<file path="config.mk">
export PLATFORM = sky130hd
export DESIGN_NAME = meter_frame_receiver_core
export DESIGN_NICKNAME = d
export VERILOG_FILES = /design/src/hdl/mfr_pkg.sv /design/src/hdl/meter_frame_receiver_core.sv
export SDC_FILE = /design/constraint.sdc
export NUM_CORES = 1
export LEC_CHECK = 0
export ABC_AREA = 1
export ABC_CLOCK_PERIOD_IN_PS = 6300
export BUFFER_PORTS_ARGS = -buffer_cell sky130_fd_sc_hd__buf_4
export CORE_MARGIN = 5
export CORE_UTILIZATION = 41
export DETAILED_ROUTE_END_ITERATION = 7
export PLACE_DENSITY = 0.58
export REMOVE_ABC_BUFFERS = 1
export SYNTH_ARGS = -nofsm -noshare
export SYNTH_HDL_FRONTEND = slang
export SYNTH_SLANG_ARGS = --single-unit
</file>
<file path="constraint.sdc">
create_clock -name clk -period 6.3 [get_ports clk]
set_input_delay 0.63 -clock clk [delete_from_list [all_inputs] [get_ports clk]]
set_output_delay 0.63 -clock clk [all_outputs]
set_load 0.005 [all_outputs]
</file>
<file path="src/hdl/mfr_pkg.sv">
// mfr_pkg: shared constants for the meter frame receiver.
// Widths, phase, status and result-kind codes, register indexes and register reset values.
// No dependencies.
package mfr_pkg;

	localparam int BYTE_W = 8;
	localparam int ADDR_W = 48;
	localparam int ADDR_LANES = ADDR_W / BYTE_W;
	localparam int PHASE_W = 4;
	localparam int STATUS_W = 3;
	localparam int CFG_IDX_W = 2;

	// receive phases
	localparam logic [PHASE_W-1:0] PH_HUNT = 4'd0;
	localparam logic [PHASE_W-1:0] PH_ADDR = 4'd1;
	localparam logic [PHASE_W-1:0] PH_MID  = 4'd2;
	localparam logic [PHASE_W-1:0] PH_CTRL = 4'd3;
	localparam logic [PHASE_W-1:0] PH_LEN  = 4'd4;
	localparam logic [PHASE_W-1:0] PH_DATA = 4'd5;
	localparam logic [PHASE_W-1:0] PH_SUM  = 4'd6;
	localparam logic [PHASE_W-1:0] PH_END  = 4'd7;

	// frame report status
	localparam logic [STATUS_W-1:0] ST_GOOD      = 3'd0;
	localparam logic [STATUS_W-1:0] ST_BAD_START = 3'd1;
	localparam logic [STATUS_W-1:0] ST_OVER_LEN  = 3'd2;
	localparam logic [STATUS_W-1:0] ST_BAD_SUM   = 3'd3;
	localparam logic [STATUS_W-1:0] ST_BAD_END   = 3'd4;

	// result kinds
	localparam logic KIND_DATA   = 1'b0;
	localparam logic KIND_REPORT = 1'b1;

	// register indexes
	localparam logic [CFG_IDX_W-1:0] REG_START_BYTE   = 2'd0;
	localparam logic [CFG_IDX_W-1:0] REG_END_BYTE     = 2'd1;
	localparam logic [CFG_IDX_W-1:0] REG_DATA_OFFSET  = 2'd2;
	localparam logic [CFG_IDX_W-1:0] REG_MAX_DATA_LEN = 2'd3;

	// register reset values
	localparam logic [BYTE_W-1:0] RST_START_BYTE   = 8'h68;
	localparam logic [BYTE_W-1:0] RST_END_BYTE     = 8'h16;
	localparam logic [BYTE_W-1:0] RST_DATA_OFFSET  = 8'h33;
	localparam logic [BYTE_W-1:0] RST_MAX_DATA_LEN = 8'd200;

endpackage

</file>
<file path="src/hdl/meter_frame_receiver_core.sv">
// meter_frame_receiver_core: byte-serial meter frame deframer.
// Takes one line byte per item, emits descrambled data bytes and frame reports.
// Uses mfr_pkg for phase, status and register codes.
//
// Usage:
//  - Input channel: in_valid / in_stall with rx_byte. One received line byte
//    per item. Bytes outside a frame are dropped while hunting for start_byte.
//  - Output channel: out_valid / out_stall. A data item (kind 0) carries one
//    data byte with data_offset removed and its index; a report (kind 1)
//    closes or drops a frame and carries address, control, length, status.
//  - An input byte yields zero or one result, which is registered: it is in
//    the output register the cycle after the byte is taken.
//  - Throughput is one byte per cycle unless stalled; the phase update is
//    a short add and compare, and one output register decouples the sides.
//  - When the receiver stalls with a result held, in_stall rises and the
//    frame state waits; it drops again the cycle the result is taken.
//  - Configuration: cfg_we writes cfg_data[7:0] to register cfg_index
//    (0 start byte, 1 end byte, 2 data offset, 3 max data length).
//    Write only while the block is idle.
//  - Reset (arst_n low) puts the registers at their defaults, the deframer
//    back to hunting with cleared address, control, length and sum, and
//    empties the output register.
module meter_frame_receiver_core #(
	parameter int ADDRESS_BYTES = 6
) (
	input  logic                              clk,
	input  logic                              arst_n,
	// configuration
	input  logic                              cfg_we,
	input  logic [mfr_pkg::CFG_IDX_W-1:0]     cfg_index,
	input  logic [mfr_pkg::BYTE_W-1:0]        cfg_data,
	// input channel
	input  logic                              in_valid,
	output logic                              in_stall,
	input  logic [mfr_pkg::BYTE_W-1:0]        rx_byte,
	// output channel
	output logic                              out_valid,
	input  logic                              out_stall,
	output logic                              kind,
	output logic [mfr_pkg::BYTE_W-1:0]        data_byte,
	output logic [mfr_pkg::BYTE_W-1:0]        data_index,
	output logic [mfr_pkg::ADDR_W-1:0]        meter_address,
	output logic [mfr_pkg::BYTE_W-1:0]        control_code,
	output logic [mfr_pkg::BYTE_W-1:0]        frame_length,
	output logic [mfr_pkg::STATUS_W-1:0]      frame_status
);

	localparam logic [mfr_pkg::BYTE_W-1:0] ADDR_LAST = mfr_pkg::BYTE_W'(ADDRESS_BYTES);

	// configuration registers
	logic [mfr_pkg::BYTE_W-1:0] start_byte_q;
	logic [mfr_pkg::BYTE_W-1:0] end_byte_q;
	logic [mfr_pkg::BYTE_W-1:0] data_offset_q;
	logic [mfr_pkg::BYTE_W-1:0] max_data_len_q;

	// frame state
	logic [mfr_pkg::PHASE_W-1:0] phase_q, phase_nxt;
	logic [mfr_pkg::BYTE_W-1:0]  byte_count_q, byte_count_nxt;
	logic [mfr_pkg::BYTE_W-1:0]  running_sum_q, running_sum_nxt;
	logic [mfr_pkg::ADDR_W-1:0]  address_q, address_nxt;
	logic [mfr_pkg::BYTE_W-1:0]  control_q, control_nxt;
	logic [mfr_pkg::BYTE_W-1:0]  length_q, length_nxt;

	// result of the current byte
	logic                         res_valid;
	logic                         res_kind;
	logic [mfr_pkg::BYTE_W-1:0]   res_dbyte;
	logic [mfr_pkg::BYTE_W-1:0]   res_didx;
	logic [mfr_pkg::STATUS_W-1:0] res_status;

	logic [mfr_pkg::BYTE_W-1:0] sum_add;
	logic [mfr_pkg::BYTE_W-1:0] count_inc;
	logic                       in_acc;
	logic                       out_free;

	// output register is free when empty or being taken this cycle
	assign out_free = !out_valid || !out_stall;
	assign in_stall = !out_free;
	assign in_acc   = in_valid && out_free;

	assign sum_add   = running_sum_q + rx_byte;
	assign count_inc = byte_count_q + 8'd1;

	// configuration writes
	always_ff @(posedge clk or negedge arst_n) begin
		if (!arst_n) begin
			start_byte_q   <= mfr_pkg::RST_START_BYTE;
			end_byte_q     <= mfr_pkg::RST_END_BYTE;
			data_offset_q  <= mfr_pkg::RST_DATA_OFFSET;
			max_data_len_q <= mfr_pkg::RST_MAX_DATA_LEN;
		end else if (cfg_we) begin
			case (cfg_index)
				mfr_pkg::REG_START_BYTE:   start_byte_q   <= cfg_data;
				mfr_pkg::REG_END_BYTE:     end_byte_q     <= cfg_data;
				mfr_pkg::REG_DATA_OFFSET:  data_offset_q  <= cfg_data;
				mfr_pkg::REG_MAX_DATA_LEN: max_data_len_q <= cfg_data;
				default: ;
			endcase
		end
	end

	// per-byte phase update
	always_comb begin
		phase_nxt       = phase_q;
		byte_count_nxt  = byte_count_q;
		running_sum_nxt = running_sum_q;
		address_nxt     = address_q;
		control_nxt     = control_q;
		length_nxt      = length_q;
		res_valid       = 1'b0;
		res_kind        = mfr_pkg::KIND_DATA;
		res_dbyte       = '0;
		res_didx        = '0;
		res_status      = mfr_pkg::ST_GOOD;

		case (phase_q)
			mfr_pkg::PH_ADDR: begin
				// address bytes land low byte first; lanes past 48 bits are lost
				for (int i = 0; i < mfr_pkg::ADDR_LANES; i++) begin
					if (byte_count_q[2:0] == 3'(i))
						address_nxt[i*mfr_pkg::BYTE_W +: mfr_pkg::BYTE_W] =
							address_q[i*mfr_pkg::BYTE_W +: mfr_pkg::BYTE_W] | rx_byte;
				end
				running_sum_nxt = sum_add;
				byte_count_nxt  = count_inc;
				if (count_inc >= ADDR_LAST)
					phase_nxt = mfr_pkg::PH_MID;
			end
			mfr_pkg::PH_MID: begin
				if (rx_byte != start_byte_q) begin
					phase_nxt  = mfr_pkg::PH_HUNT;
					res_valid  = 1'b1;
					res_kind   = mfr_pkg::KIND_REPORT;
					res_status = mfr_pkg::ST_BAD_START;
				end else begin
					running_sum_nxt = sum_add;
					phase_nxt       = mfr_pkg::PH_CTRL;
				end
			end
			mfr_pkg::PH_CTRL: begin
				control_nxt     = rx_byte;
				running_sum_nxt = sum_add;
				phase_nxt       = mfr_pkg::PH_LEN;
			end
			mfr_pkg::PH_LEN: begin
				length_nxt      = rx_byte;
				running_sum_nxt = sum_add;
				if (rx_byte > max_data_len_q) begin
					phase_nxt  = mfr_pkg::PH_HUNT;
					res_valid  = 1'b1;
					res_kind   = mfr_pkg::KIND_REPORT;
					res_status = mfr_pkg::ST_OVER_LEN;
				end else begin
					byte_count_nxt = '0;
					phase_nxt = (rx_byte == '0) ? mfr_pkg::PH_SUM : mfr_pkg::PH_DATA;
				end
			end
			mfr_pkg::PH_DATA: begin
				running_sum_nxt = sum_add;
				res_valid       = 1'b1;
				res_dbyte       = rx_byte - data_offset_q;
				res_didx        = byte_count_q;
				byte_count_nxt  = count_inc;
				if (count_inc >= length_q)
					phase_nxt = mfr_pkg::PH_SUM;
			end
			mfr_pkg::PH_SUM: begin
				// sum goes to zero exactly when the checksum byte matches
				running_sum_nxt = running_sum_q ^ rx_byte;
				phase_nxt       = mfr_pkg::PH_END;
			end
			mfr_pkg::PH_END: begin
				phase_nxt = mfr_pkg::PH_HUNT;
				res_valid = 1'b1;
				res_kind  = mfr_pkg::KIND_REPORT;
				if (rx_byte != end_byte_q)
					res_status = mfr_pkg::ST_BAD_END;
				else if (running_sum_q != '0)
					res_status = mfr_pkg::ST_BAD_SUM;
				else
					res_status = mfr_pkg::ST_GOOD;
			end
			default: begin
				// hunting, and any unused code
				phase_nxt = mfr_pkg::PH_HUNT;
				if (rx_byte == start_byte_q) begin
					running_sum_nxt = rx_byte;
					byte_count_nxt  = '0;
					address_nxt     = '0;
					control_nxt     = '0;
					length_nxt      = '0;
					phase_nxt       = mfr_pkg::PH_ADDR;
				end
			end
		endcase
	end

	// frame state registers
	always_ff @(posedge clk or negedge arst_n) begin
		if (!arst_n) begin
			phase_q       <= mfr_pkg::PH_HUNT;
			byte_count_q  <= '0;
			running_sum_q <= '0;
			address_q     <= '0;
			control_q     <= '0;
			length_q      <= '0;
		end else if (in_acc) begin
			phase_q       <= phase_nxt;
			byte_count_q  <= byte_count_nxt;
			running_sum_q <= running_sum_nxt;
			address_q     <= address_nxt;
			control_q     <= control_nxt;
			length_q      <= length_nxt;
		end
	end

	// output register: valid flag
	always_ff @(posedge clk or negedge arst_n) begin
		if (!arst_n) begin
			out_valid <= 1'b0;
		end else if (out_free) begin
			out_valid <= in_acc && res_valid;
		end
	end

	// output register: payload, loaded only with a new result
	always_ff @(posedge clk) begin
		if (in_acc && res_valid) begin
			kind          <= res_kind;
			data_byte     <= res_dbyte;
			data_index    <= res_didx;
			meter_address <= address_nxt;
			control_code  <= control_nxt;
			frame_length  <= length_nxt;
			frame_status  <= res_status;
		end
	end

	// a data byte always produces a result in the next cycle
	a_data_emits: assert property (@(posedge clk) disable iff (!arst_n)
		(in_acc && phase_q == mfr_pkg::PH_DATA) |=> (out_valid && kind == mfr_pkg::KIND_DATA))
		else $error("data byte did not produce a data result");

	// data results carry good status and an index inside the frame length
	a_data_fields: assert property (@(posedge clk) disable iff (!arst_n)
		(out_valid && kind == mfr_pkg::KIND_DATA) |->
			(frame_status == mfr_pkg::ST_GOOD && data_index < frame_length))
		else $error("data result fields inconsistent");

	// a byte taken while hunting never yields a result
	a_hunt_silent: assert property (@(posedge clk) disable iff (!arst_n)
		(in_acc && phase_q == mfr_pkg::PH_HUNT) |=> !out_valid)
		else $error("result produced while hunting");

endmodule

</file>
=== Word-level counts from Yosys, hierarchy flattened ===
Index checks and enable logic that the tools add are counted.

* Register bits after elaboration: 201
* Input port bits: 23
* Output and inout port bits: 86
* Word-level logic and storage cells: 115

* Add/sub/neg operators: 3
* Magnitude comparators: 3
* Eq/ne operators: 22
* Mux-type cells: 34
* Bitwise operators: 9
* Reduce and logical (&&, ||, !) cells: 26

{| class="wikitable"
|+ Operators by type and width
! operator !! number
|-
| $mux 8 || 12
|-
| $pmux 48 s2 || 1
|-
| $mux 48 || 1
|-
| $or 8x8->8 || 6
|-
| $pmux 8 s2 || 2
|-
| $pmux 8 s4 || 1
|-
| $pmux 4 s7 || 1
|-
| $pmux 8 s3 || 1
|-
| $reduce_or 6->1 || 3
|-
| $eq 4x3->1 const B || 4
|-
| $ne 8x8->1 || 2
|-
| $pmux 3 s3 || 1
|-
| $add 8x1->8 const B || 1
|-
| $add 8x8->8 || 1
|-
| $eq 4x2->1 const B || 2
|-
| $eq 8x8->1 || 1
|-
| $ge 8x3->1 const B || 1
|-
| $ge 8x8->1 || 1
|-
| $gt 8x8->1 || 1
|-
| $logic_not 8->1 || 1
|-
| $mux 2 || 4
|-
| $mux 4 || 2
|-
| $ne 2x2->1 const B || 4
|-
| $reduce_and 2->1 || 4
|-
| 24 further kinds || 39
|}

=== Longest topological paths before layout ===
Gate-level depths: netlist of run 1.

* Depth after elaboration: 4
* Depth in mapped cells: 16
* Depth with buffers taken out: 16

=== Worst setup path after synthesis of run 1 ===
OpenSTA, ideal clock, no wires.

* Path type: input-to-reg
* Start point: input rx_byte[0] in the netlist's numbering
* End point: register control_code[0] in the netlist's numbering, enable pin
* Library setup time: 0.438 ns
* Arrival: 3.360 ns
* Data required time: 5.862 ns
* Slack: 2.502 ns
* Stages: 14
* Path buffers: 1
* Cells stage by stage: inv_1 -> clkbuf_1 -> ha_1 -> inv_1 -> nand2_1 -> nand2_1 -> nand2_1 -> nand2_1 -> nand2_1 -> nand2_1 -> nand3_1 -> nand4_1 -> nand2_1 -> inv_1

* Longest elaborated chain between the ends: 4
* Elaborated cells between the ends (all ways): 6
* Classes of those cells: 1 x order compare; 1 x eq/ne; 3 x mux; 1 x reduce/logical

{| class="wikitable"
|+ Ends and longest elaborated chain
! item !! RTL line !! RTL
|-
| start: declaration || meter_frame_receiver_core.sv:35 || <nowiki>input logic [mfr_pkg::BYTE_W-1:0] rx_byte,</nowiki>
|-
| $gt 8x8->1 or $ne 8x8->1 (tied branches) || meter_frame_receiver_core.sv:148, meter_frame_receiver_core.sv:130 ||
|-
| $mux 1, on equally long branches || meter_frame_receiver_core.sv:148, meter_frame_receiver_core.sv:130 ||
|-
| $pmux 1 s3 (*) || meter_frame_receiver_core.sv:116 || <nowiki>case (phase_q)</nowiki>
|-
| $logic_and 1x1->1 (*) || meter_frame_receiver_core.sv:228 || <nowiki>if (in_acc && res_valid) begin</nowiki>
|-
| end signal: assignment || meter_frame_receiver_core.sv:233 || <nowiki>control_code <= control_nxt;</nowiki>
|-
| end: declaration || meter_frame_receiver_core.sv:43 || <nowiki>output logic [mfr_pkg::BYTE_W-1:0] control_code,</nowiki>
|}

Mark *: on every way between the ends. The rest lies on a longest branch, timed or not.
A chain may end at the register's enable or synchronous reset.

=== Worst setup path in the final report of run 1 ===
* Start point: input rx_byte[0] in the netlist's numbering
* End point: register frame_status[1] in the netlist's numbering, enable pin

* Longest elaborated chain between the ends: 4
* Elaborated cells between the ends (all ways): 6
* Classes of those cells: 1 x order compare; 1 x eq/ne; 3 x mux; 1 x reduce/logical

{| class="wikitable"
|+ Ends and longest elaborated chain
! item !! RTL line !! RTL
|-
| $gt 8x8->1 or $ne 8x8->1 (tied branches) || meter_frame_receiver_core.sv:148, meter_frame_receiver_core.sv:130 ||
|-
| $mux 1, on equally long branches || meter_frame_receiver_core.sv:148, meter_frame_receiver_core.sv:130 ||
|-
| $pmux 1 s3 (*) || meter_frame_receiver_core.sv:116 ||
|-
| $logic_and 1x1->1 (*) || meter_frame_receiver_core.sv:228 ||
|-
| end signal: assignment || meter_frame_receiver_core.sv:235 || <nowiki>frame_status <= res_status;</nowiki>
|-
| end: declaration || meter_frame_receiver_core.sv:45 || <nowiki>output logic [mfr_pkg::STATUS_W-1:0] frame_status</nowiki>
|}

Marked as above.

==> results.md, run 1 <==
- Critical-path cell list: buf_4 -> inv_1 -> ha_1 -> inv_1 -> nand2_1 -> nand2_1 -> nand2_1 -> nand2_1 -> nand2_1 -> nand2_1 -> nand3_1 -> nand4_1 -> nand2_1 -> clkinv_2 -> buf_4
- Final Net Count: 1,140
- Setup TNS: 0 ns
- Mapped cell area: about 9600 um2
- Starting DRT DRC Count: about 500
- Reg2Reg Setup Slack: 3.12 ns
- Layout cells sized above 1: 0.194
- Post-synthesis sequential area ratio: 0.568
- Initial Util: 0.412
- GRT overflow: 0
- TritonCTS Buffers: 17
- PostCTS Resize Cnt: 0
- Status: finished clean
- Pleak: 4.93 nW
- IO Count: 109
- Dpl ws: 2.57 ns
- Final Hold Viols: 0
- Seq cells post-synth: 200
- Vias post-DR: 7,039
- Pin count of the biggest net entering global routing: 130
- Die ar.: 26,500 um2
- Mean Syn Cell Area: 9.82 um2
- Sw Ratio: 0.339
- Clock sink count: 200
- Fraction of registers with async set/reset: 0.580
- CTS tree: done
- Worst hold slack: 0.242 ns
- First-pass GRT wire length: 37.7 mm
- Clock share of power: 0.292
- Worst path bufs/invs: 5
- Tightest Pin Transition: 1.12 ns
- Max Freq: about 0.30 GHz
- Post-route worst setup slack: 3.02 ns
- Worst Path Arrival: 3.41 ns
- Antenna violations before repair: 0
- Non-Filler Instances: between 1,000 and 1,500
- Register share of total power: 0.447
- # setup viols final: 0
- Crit path required time: 6.42 ns
- Ys Warns: 0
- Critical path class: in2reg
- Combinational Power Share: 0.261
- First-pass DRT Iterations: 5
- Post-synth EDFFs: 84
- Delay-heaviest family, CP: buffers and inverters
- Clk slew on worst S/H paths: 0.07 ns
- Inst Count DP: ~1,400
- Worst clock skew: ~0.012 ns
- Post-layout util: 0.486
- Bufs on Longest Clock Path: 2
- Slew Limit Fails: 0
- Period Utilization, post-route: 0.521
- Final HPWL DP: 15.9 mm
- DRT antenna net count: 0
- Distinct cells, synth: 44
- CP Launch Type: input port
- Cts hold-fix bufs: 0
- N_diodes: 0
- Max-cap violation count: 0
- Cells after synthesis: 975
- CTS root buf: clkbuf_16
- DR WL/cell: 16.5 um
- Slowest stage delay, CP: 0.58 ns
- Slew headroom: 0.256
- CP max FO: 47
- Peak supply drop: 0.180 mV
- Placer Congestion: 0.864
- Placed inst area: between 10,000 and 15,000 um2
- Endpoint type of the worst setup path: flip-flop
- Total power: 3.89 mW
- Core Area: between 20,000 and 25,000 um2
- Crit path top cell by count: nand2_1
- Die height: around 160 um
- Worst hold path class: in2async
- Cell Pwr Density: roughly 340 nW/um2
- Row Count: 56
- Worst skew pair latency: 0.44 ns
- # port buffers: 108
- Final Cell Area: 11,300 um2
- P&R area growth vs syn: 18.0%
- Post-route DRC: 0
- Internal power: 2.57 mW
- Slowest CP cell: clkinv_2
- Final min period: 3.28 ns
- RSZ-0062 raised after global routing: no
- GRT Overall Usage: 0.181
- Post-CTS Setup Inserts: 0
- Total Routed Length: 23.3 mm
- Ys flop type: dfrtp_1
- Psw: approximately 1.3 mW
- H-tree depth: 4
- Vias in the first global route: 6,978
- Width of the die: around 160 um
- Vias per cell: 5.00
[cell families after synthesis]
logic type / count (synthesis) / synth area share
compound gates: 221 / 0.143
fa+ha+maj: 40 / 0.0538
simple gates: 321 / 0.147
buf+inv: 176 / 0.0725
xor+xnor: 17 / 0.0155
flops: 200 / 0.568
[state kept, by name (all words and copies together) (netlist names), 8 cells and up]
name            cells
frame_length        8
address_q          48
length_q            8
max_data_len_q      8
meter_address      48
data_byte           8
end_byte_q          8
control_q           8
byte_count_q        8
data_offset_q       8
control_code        8
start_byte_q        8
data_index          8
running_sum_q       8
[cell usage after synthesis, types with 12 or more instances]
cell      instances  area, um2
nand3_1          24        120
nor2_1           38        143
o22ai_2          20        250
dfrtp_1         103       2580
a21oi_1          25        125
xnor2_1          13        114
nand4_1          12       75.1
dfstp_2          13        342
inv_1           134        503
o22ai_1          45        282
ha_1             38        475
edfxtp_1         84       2520
clkbuf_1         16       60.1
o21ai_0         103        515
nand2_1         211        792
[area by class of cell]
cell class	instances	area [um2]
clock inverters	15	194
flip-flops and latches	200	5440
fillers	2218	12000
inverters	147	558
repair buffers	112	841
well taps	319	399
clock buffers	17	425
multi-input cells	599	3450
[power groups by stage]
stage,sequential [mW],clock [mW],combinational (mW)
CTS,1.74,1.16,1.02
detailed placement,1.76,0,1.01
global route,1.76,1.22,1.17
floorplan,1.73,0,0.765
finish,1.74,1.14,1.01
global placement,1.76,0,0.993
[cells in the final DEF (no fill, tap or decap), types with 4 or more instances in the layout]
| master | netlist | final |
|---|---|---|
| or2_2 | 6 | 6 |
| a31oi_1 | 8 | 8 |
| nor4_1 | 5 | 5 |
| xor2_1 | 4 | 4 |
| buf_4 | 0 | 112 |
| clkinv_8 | 0 | 4 |
| o21ai_0 | 103 | 103 |
| nor2_1 | 38 | 38 |
| inv_6 | 0 | 5 |
| clkinv_1 | 7 | 7 |
| clkbuf_16 | 0 | 17 |
| xnor2_1 | 13 | 13 |
| dfstp_2 | 13 | 13 |
| ha_1 | 38 | 38 |
| edfxtp_1 | 84 | 84 |
| nand2_1 | 211 | 211 |
| inv_1 | 134 | 132 |
| nand3_1 | 24 | 24 |
| inv_2 | 5 | 6 |
| nand4_1 | 12 | 12 |
| o21ai_1 | 8 | 8 |
| nor3_1 | 6 | 6 |
| o22ai_2 | 20 | 20 |
| dfrtp_1 | 103 | 103 |
| o22ai_1 | 45 | 45 |
| a21oi_1 | 25 | 25 |
| o31ai_1 | 5 | 5 |
| nand3_2 | 6 | 6 |
[layer usage]
layer	GRT usage	share of wire
met1	0.243	0.46
met2	0.297	0.47
met3	0.0354	0.046
met4	0.0572	0.023
met5	0	0
[path summary, 6_finish.rpt]
check	start	endpoint	cells past startpoint
worst max-delay path	rx_byte[0]	frame_status[1]$_DFFE_PP_	15
worst min-delay path	arst_n	start_byte_q[4]$_DFFE_PN0P_	1
worst max register to register	phase_q[0]$_DFFE_PN0P_	frame_status[1]$_DFFE_PP_	9
worst min register to register	max_data_len_q[3]$_DFFE_PN1P_	max_data_len_q[3]$_DFFE_PN1P_	2
max in group asynchronous	arst_n	address_q[14]$_DFFE_PN0P_	2
min in group clk	max_data_len_q[3]$_DFFE_PN1P_	max_data_len_q[3]$_DFFE_PN1P_	2
(Power assumes the default switching activity.)
==> run 2, diff against run 1 <==
--- a/config.mk
+++ b/config.mk
@@ -5,13 +5,13 @@
 export SDC_FILE = /design/constraint.sdc
 export NUM_CORES = 1
 export LEC_CHECK = 0
-export ABC_AREA = 1
-export ABC_CLOCK_PERIOD_IN_PS = 6300
+export ABC_AREA = 0
+export ABC_CLOCK_PERIOD_IN_PS = 2600
 export BUFFER_PORTS_ARGS = -buffer_cell sky130_fd_sc_hd__buf_4
 export CORE_MARGIN = 5
 export CORE_UTILIZATION = 41
 export DETAILED_ROUTE_END_ITERATION = 7
-export PLACE_DENSITY = 0.58
+export PLACE_DENSITY = 0.61
 export REMOVE_ABC_BUFFERS = 1
 export SYNTH_ARGS = -nofsm -noshare
 export SYNTH_HDL_FRONTEND = slang
==> constraint.sdc (replaced) <==
create_clock -name clk -period 2.6 [get_ports clk]
set_input_delay 0.26 -clock clk [delete_from_list [all_inputs] [get_ports clk]]
set_output_delay 0.26 -clock clk [all_outputs]
set_load 0.005 [all_outputs]
==> run 2 against run 1 <==
Compared with the run above: first-iteration DRC count is 7.1% lower; clock skew is 0.0014 ns lower; hold slack worse by 0.16 ns; combinational power grew 93%; critical path type is now reg2reg; utilization is 3.7 points higher; clock-buffer cell count unchanged; final area increased by 5.3%; sequential cell count is the same; worst setup slack got worse by 2.9 ns; register-to-register slack worse by 3.0 ns.
==> results.md, run 2 <==
- Mapped cell area: 9540 um2 (-0.42%)
- RSZ-0062 raised after global routing: yes
- Core Area: 22,800 um2 (-2.1%)
- Final Net Count: 979 (-14%)
- Slew Limit Fails: 0 (unchanged)
- Critical Path End: data_index[6]$_SDFFCE_PN0P_
- Final Hold Viols: 0 (unchanged)
- DR WL/cell: 19.4 um (+18%)
- DRT antenna net count: 0 (unchanged)
- Placer Congestion: 0.889 (+2.9%)
- Post-synth EDFFs: 84 (unchanged)
- Register share of total power: 0.465 (+0.018)
- CTS root buf: clkbuf_16
- Crit path launch: max_data_len_q[3]$_DFFE_PN1P_
- Fraction of registers with async set/reset: 0.580 (unchanged)
- Internal power: 6.08 mW (+140%)
- IO Count: 109 (unchanged)
- R2r worst-path depth: 10 (+1)
- Tightest Pin Transition: 0.714 ns (-0.401 ns)
- H-tree depth: 4 (unchanged)
- Ys flop type: dfrtp_1
- Psw: 2.64 mW (+100%)
- CP Launch Type: flip-flop
- Commonest non-fill, non-tap cell in the layout: buf_4
- RR Endpoint: data_index[6]$_SDFFCE_PN0P_
- Clock share of power: 0.311 (+0.019)
- GRT Overall Usage: 0.185 (+0.00423)
- Count leader, synth: a22o_1
- Width of the die: 163 um (-0.20%)
- Setup TNS: 0 ns (unchanged)
- Critical path class: reg2reg
- Die height: 163 um (-0.20%)
- GRT overflow: 0 (unchanged)
- Grt met1 use: 0.268 (+0.0252)
- Distinct cells, synth: 66 (+50%)
- Yosys top cell area share: 0.270 (+0.00113)
- Reg2Reg Setup Slack: 0.08 ns (-3.04 ns)
- First-pass GRT wire length: 38.6 mm (+2.6%)
- Seq cells post-synth: 200 (unchanged)
- Vias post-DR: 6,822 (-3.1%)
- Final min period: 2.52 ns
- Cell Pwr Density: 733 nW/um2 (+110%)
- N_diodes: 0 (unchanged)
- Non-Filler Instances: 1,242 (-12%)
- Sw Ratio: 0.303 (-0.0356)
- Endpoint type of the worst setup path: flip-flop
- Clk slew on worst S/H paths: 0.08 ns (about the same)
- Vias per cell: 5.49 (+9.9%)
- Commonest cells post-synth: a22o_1, dfrtp_1, edfxtp_1, ha_1, inv_1
- P&R area growth vs syn: 24.8%
- Die ar.: 26,400 um2 (-0.39%)
- Final Cell Area: 11,900 um2 (+5.3%)
- Initial Util: 0.419 (+0.00699)
- Peak supply drop: 0.385 mV (+110%)
- Row Count: 55 (-1.8%)
- Post-synth top area cell: dfrtp_1
- Total Routed Length: 24.1 mm (+3.6%)
- Max-cap violation count: 0 (unchanged)
- Cells after synthesis: 772 (-21%)
- Worst skew pair latency: 0.44 ns (about the same)
- Biggest regs: address_q: 48 flops, meter_address: 48 flops
- Gr busiest metal: met2
- Mean Syn Cell Area: 12.4 um2 (+26%)
- # port buffers: 108 (unchanged)
- CP max FO: 22 (-53%)
- Post-route DRC: 0 (unchanged)
- Layout cells sized above 1: 0.310 (+0.116)
- CTS tree: done
- TritonCTS Buffers: 17 (unchanged)
- Slew headroom: 0.522 (+0.266)
- Placed inst area: 11,000 um2 (+3.4%)
- FF-to-FF Start: max_data_len_q[3]$_DFFE_PN1P_
- Pin count of the biggest net entering global routing: 49 (-62%)
- Ys Warns: 0 (unchanged)
- Clock sink count: 200 (unchanged)
- Grt met3 use: 0.0354 (unchanged)
- Combinational Power Share: 0.223 (-0.038)
- # setup viols final: 0 (unchanged)
- Antenna violations before repair: 0 (unchanged)
- Worst Path Arrival: 2.71 ns (-0.70 ns)
- Post-synthesis sequential area ratio: 0.571 (+0.00239)
- Most frequent cells in the layout: buf_4, a22o_1, dfrtp_1, edfxtp_1, inv_1
- Bufs on Longest Clock Path: 2 (unchanged)
- Worst hold path class: in2reg
- Inst Count DP: 1,201 (-13%)
- Period Utilization, post-route: 0.968
- Max Freq: 0.397 GHz
- Final HPWL DP: 17.0 mm (+7.4%)
- Worst clock skew: 0.0102 ns (-0.00135 ns)
- Top cells by area, synth: dfrtp_1, edfxtp_1, a22o_1
- Starting DRT DRC Count: 469 (-7.1%)
- GR Util met2: 0.285 (-0.0120)
- Status: finished clean
- Vias in the first global route: 6,779 (-2.9%)
- Crit path required time: 2.80 ns (-3.62 ns)
- Pleak: 5.22 nW (+5.9%)
- First-pass DRT Iterations: 5 (unchanged)
[run 2: cell count changes in the layout (fill, tap and decap cells not counted), sizes merged, moves of 64 or more]
| cell | delta |
|---|---|
| a22o | +129 |
| buf | +66 |
| inv | -100 |
| nand2 | -179 |
| o21ai | -75 |
| o22ai | -64 |
[run 2: kinds of logic (layout without fill, tap and decap cells)]
| logic type | count (synthesis) | in the layout | share of synthesized area |
|---|---|---|---|
| xor+xnor | 24 | 24 | 0.0220 |
| simple gates | 157 | 157 | 0.0880 |
| buf+inv | 94 | 251 | 0.0407 |
| compound gates | 221 | 221 | 0.182 |
| mux | 36 | 36 | 0.0422 |
| fa+ha+maj | 40 | 40 | 0.0541 |
| flops | 200 | 200 | 0.571 |
[run 2: layout make-up]
type	instances	area [um2]
Fill cell	1975	10900
Clock buffer	17	425
Multi-Input combinational cell	478	3830
Clock inverter	15	191
Sequential cell	200	5440
Tap cell	313	392
Inverter	38	143
Timing Repair Buffer	181	1480
[run 2: metal layers]
| layer | part of all wire | vias to the layer above | wire length (um) |
|---|---|---|---|
| met2 | 0.46 | 222 | 11100 |
| li1 | - | 3190 | - |
| met4 | 0.017 | 0 | 414 |
| met5 | 0 | - | 0 |
| met3 | 0.054 | 32 | 1300 |
| met1 | 0.47 | 3378 | 11300 |
[run 2: repair_timing]
item	in CTS	in global routing
endpoints found under the hold margin	31	0
gates cloned	0	2
resized for setup	5	16
pin swaps	3	11
hold buffers	1	0
endpoints found under the setup margin	81	88
buffers inserted	5	1
[run 2: how the worst min path moves through the flow]
stage                start                       endpoint  slack, ns  cells past startpoint
4_1_cts        cfg_data[0]  max_data_len_q[0]$_DFFE_PN0P_       0.08                      2
3_3_place_gp        arst_n    start_byte_q[0]$_DFFE_PN0P_       0.32                      1
5_1_grt        cfg_data[0]      end_byte_q[0]$_DFFE_PN0P_       0.08                      2
6_report       cfg_data[0]  max_data_len_q[0]$_DFFE_PN0P_       0.08                      2
3_5_place_dp        arst_n      end_byte_q[5]$_DFFE_PN0P_       0.32                      1
2_1_floorplan       arst_n       address_q[0]$_DFFE_PN0P_      -0.04                      0
[run 2: per-stage QoR]
step                worst slack, ns  utilization  hold WS, ns  power (mW)
global placement            -0.0175        0.485        0.320        5.91
finish                       0.0822        0.523       0.0825        8.73
detailed placement          -0.0592        0.485        0.319        5.95
floorplan                     -3.03            -      -0.0356        5.30
CTS                          0.0202        0.516       0.0771        8.67
global route                -0.0436        0.523       0.0820        9.20
[run 2: critical path, stage by stage (launching register included)]
cell,delay [ns]
dfstp_2,0.54
inv_1,0.06
ha_4,0.21
and3_4,0.18
a221o_1,0.32
a22oi_2,0.21
o21ai_2,0.10
a21boi_2,0.24
nor2_4,0.07
buf_12,0.17
buf_12,0.16
[run 2: power by group through the flow]
stage               sequential [mW]  combinational, mW  clock [mW]
floorplan                      4.04               1.26           0
global placement               4.09               1.82           0
detailed placement             4.11               1.84           0
CTS                            4.04               1.87        2.76
global route                   4.11               2.20        2.88
finish                         4.06               1.95        2.72
==> run 3, diff against run 2 <==
--- a/config.mk
+++ b/config.mk
@@ -6,7 +6,7 @@
 export NUM_CORES = 1
 export LEC_CHECK = 0
 export ABC_AREA = 0
-export ABC_CLOCK_PERIOD_IN_PS = 2600
+export ABC_CLOCK_PERIOD_IN_PS = 2300
 export BUFFER_PORTS_ARGS = -buffer_cell sky130_fd_sc_hd__buf_4
 export CORE_MARGIN = 5
 export CORE_UTILIZATION = 41
==> constraint.sdc (replaced) <==
create_clock -name clk -period 2.3 [get_ports clk]
set_input_delay 0.23 -clock clk [delete_from_list [all_inputs] [get_ports clk]]
set_output_delay 0.23 -clock clk [all_outputs]
set_load 0.005 [all_outputs]
==> run 3 against run 2 <==
Compared with the run above: the flow now finishes with violations (negative setup slack); final cell count increased by 4.1%; utilization increased by 3.5 points; global-route usage increased by 0.51 points; critical endpoint is now meter_address[15]$_DFFE_PP_; fmax about the same; hold slack lost 0.020 ns; clock-buffer cell count did not move; largest power group unchanged; clock power is 12% higher; sequential cell count stayed put.
==> results.md, run 3 (same netlist as run 2, synthesis figures left out) <==
- Initial Util: 0.419 (unchanged)
- Core Area: 22,800 um2 (unchanged)
- Reg2Reg Setup Slack: -0.22 ns (-0.30 ns)
- DR WL/cell: 20.1 um (+3.3%)
- Psw: 3.14 mW (+19%)
- Vias post-DR: 7,100 (+4.1%)
- CP max FO: 5 (-77%)
- Status: complete, but fails checks
- Setup TNS: -18.30 ns (-18.30 ns)
- Post-route DRC: 0 (unchanged)
- Width of the die: 163 um (unchanged)
- Starting DRT DRC Count: 456 (-2.8%)
- Worst hold slack: 0.0625 ns (-0.0199 ns)
- Worst skew pair latency: 0.44 ns (about the same)
- GRT Overall Usage: 0.190 (+0.00514)
- Cell Pwr Density: 809 nW/um2 (+10%)
- Clock share of power: 0.298 (-0.013)
- Max Freq: 0.397 GHz (about the same)
- Peak supply drop: 0.425 mV (+10%)
- Clock sink count: 200 (unchanged)
- Layout cells sized above 1: 0.384 (+0.0737)
- N_diodes: 0 (unchanged)
- Critical path class: reg2reg
- TritonCTS Buffers: 17 (unchanged)
- Die ar.: 26,400 um2 (unchanged)
- Non-Filler Instances: 1,293 (+4.1%)
- Endpoint type of the worst setup path: flip-flop
- Register share of total power: 0.448 (-0.017)
- Bufs on Longest Clock Path: 2 (unchanged)
- Slew Limit Fails: 0 (unchanged)
- Sw Ratio: 0.306 (+0.00283)
- RSZ-0062 raised after global routing: yes
- Worst clock skew: 0.0133 ns (+0.00306 ns)
- P&R area growth vs syn: 33.2%
- Most frequent cells in the layout: buf_4, a22o_1, dfrtp_1, edfxtp_1
- Final min period: 2.52 ns (+0.00241 ns)
- Inst Count DP: 1,238 (+3.1%)
- CTS tree: done
- Commonest non-fill, non-tap cell in the layout: buf_4
- Row Count: 55 (unchanged)
- Final Cell Area: 12,700 um2 (+6.7%)
- Biggest regs: address_q: 48 flops, meter_address: 48 flops
- Pin count of the biggest net entering global routing: 49 (unchanged)
- DRT antenna net count: 0 (unchanged)
- Die height: 163 um (unchanged)
- IO Count: 109 (unchanged)
- GRT overflow: 0 (unchanged)
- Antenna violations before repair: 0 (unchanged)
- Total Routed Length: 25.9 mm (+7.6%)
- # port buffers: 108 (unchanged)
- CTS root buf: clkbuf_16
- Worst Path Arrival: 2.73 ns (+0.02 ns)
- Final HPWL DP: 17.4 mm (+2.4%)
- Vias per cell: 5.49 (about the same)
- Period Utilization, post-route: 1.10 (+0.127)
- Clk slew on worst S/H paths: 0.08 ns (about the same)
- Tightest Pin Transition: 1.19 ns (+0.478 ns)
- Failing checks: negative setup slack
- Worst hold path class: in2reg
- Placer Congestion: 0.897 (+0.85%)
- Final Net Count: 1,030 (+5.2%)
- Crit path required time: 2.51 ns (-0.29 ns)
- Internal power: 7.13 mW (+17%)
- Post-route worst setup slack: -0.220 ns (-0.302 ns)
- Max-cap violation count: 0 (unchanged)
- First-pass DRT Iterations: 5 (unchanged)
- Placed inst area: 11,400 um2 (+2.9%)
- Slew headroom: 0.199 (-0.323)
- First-pass GRT wire length: 39.2 mm (+1.4%)
- CP Launch Type: flip-flop
- # setup viols final: 102 (+102)
- Combinational Power Share: 0.254 (+0.031)
- Final Hold Viols: 0 (unchanged)
- Vias in the first global route: 6,957 (+2.6%)
- Pleak: 5.55 nW (+6.4%)
- H-tree depth: 4 (unchanged)
## run 3: changes by cell type in the layout (fill, tap and decap cells not counted), sizes merged
cell and delta:
inv +1, clkbuf +3, buf +47, clkinv -1, or3 +1
## run 3: path summary, 6_finish.rpt
check | startpoint | to | cells past startpoint
max in group asynchronous | arst_n | byte_count_q[3]$_DFFE_PN0P_ | 3
worst min register to register | control_q[1]$_DFFE_PN0P_ | control_q[1]$_DFFE_PN0P_ | 1
worst max register to register | max_data_len_q[3]$_DFFE_PN1P_ | meter_address[15]$_DFFE_PP_ | 11
worst max-delay path | max_data_len_q[3]$_DFFE_PN1P_ | meter_address[15]$_DFFE_PP_ | 11
min in group asynchronous | arst_n | end_byte_q[0]$_DFFE_PN0P_ | 2
worst min-delay path | cfg_data[2] | start_byte_q[2]$_DFFE_PN0P_ | 2
## run 3: routing by layer
metal | up-vias | GRT usage | share of wire
met4 | 0 | 0.0607 | 0.026
met1 | 3508 | 0.273 | 0.45
li1 | 3295 | - | -
met5 | - | 0 | 0
met3 | 35 | 0.0256 | 0.055
met2 | 262 | 0.302 | 0.47
## run 3: what timing repair did
| item | in CTS | in global routing |
|---|---|---|
| hold buffers | 1 | 0 |
| cloned | 3 | 8 |
| hold endpoints to repair | 31 | 0 |
| pin swaps | 14 | 22 |
| resized for setup | 28 | 62 |
| buffers inserted | 6 | 7 |
| setup endpoints to repair | 98 | 149 |
## run 3: worst max-delay path, stage by stage (launching register included)
cell       delay [ns]
dfstp_2          0.54
inv_2            0.04
ha_4             0.21
and3_4           0.18
a221o_1          0.32
a22oi_2          0.20
o21ai_1          0.09
a21boi_1         0.14
buf_4            0.15
nor2_4           0.06
clkbuf_16        0.21
clkbuf_16        0.16
## run 3: cell type report
cell class | count | area, um2
fill | 1902 | 10100
sequential | 200 | 5440
multi-input combinational | 479 | 4070
timing repair buffer | 231 | 2040
clock buffer | 17 | 425
tap | 313 | 392
clock inverter | 15 | 186
inverter | 38 | 143
## run 3: stage by stage
step	power [mW]	util	setup WS (ns)
2_1_floorplan	5.99	-	-3.33
3_3_place_gp	6.88	0.499	-0.272
3_5_place_dp	6.91	0.499	-0.312
4_1_cts	10.1	0.538	-0.215
5_1_grt	10.8	0.558	-0.304
6_report	10.3	0.558	-0.220
## run 3: power groups by stage
stage               clock (mW)  sequential, mW  combinational [mW]
detailed placement           0            4.63                2.29
global placement             0            4.62                2.26
CTS                       3.12            4.57                2.41
global route              3.26            4.66                2.89
finish                    3.06            4.60                2.61
floorplan                    0            4.57                1.43
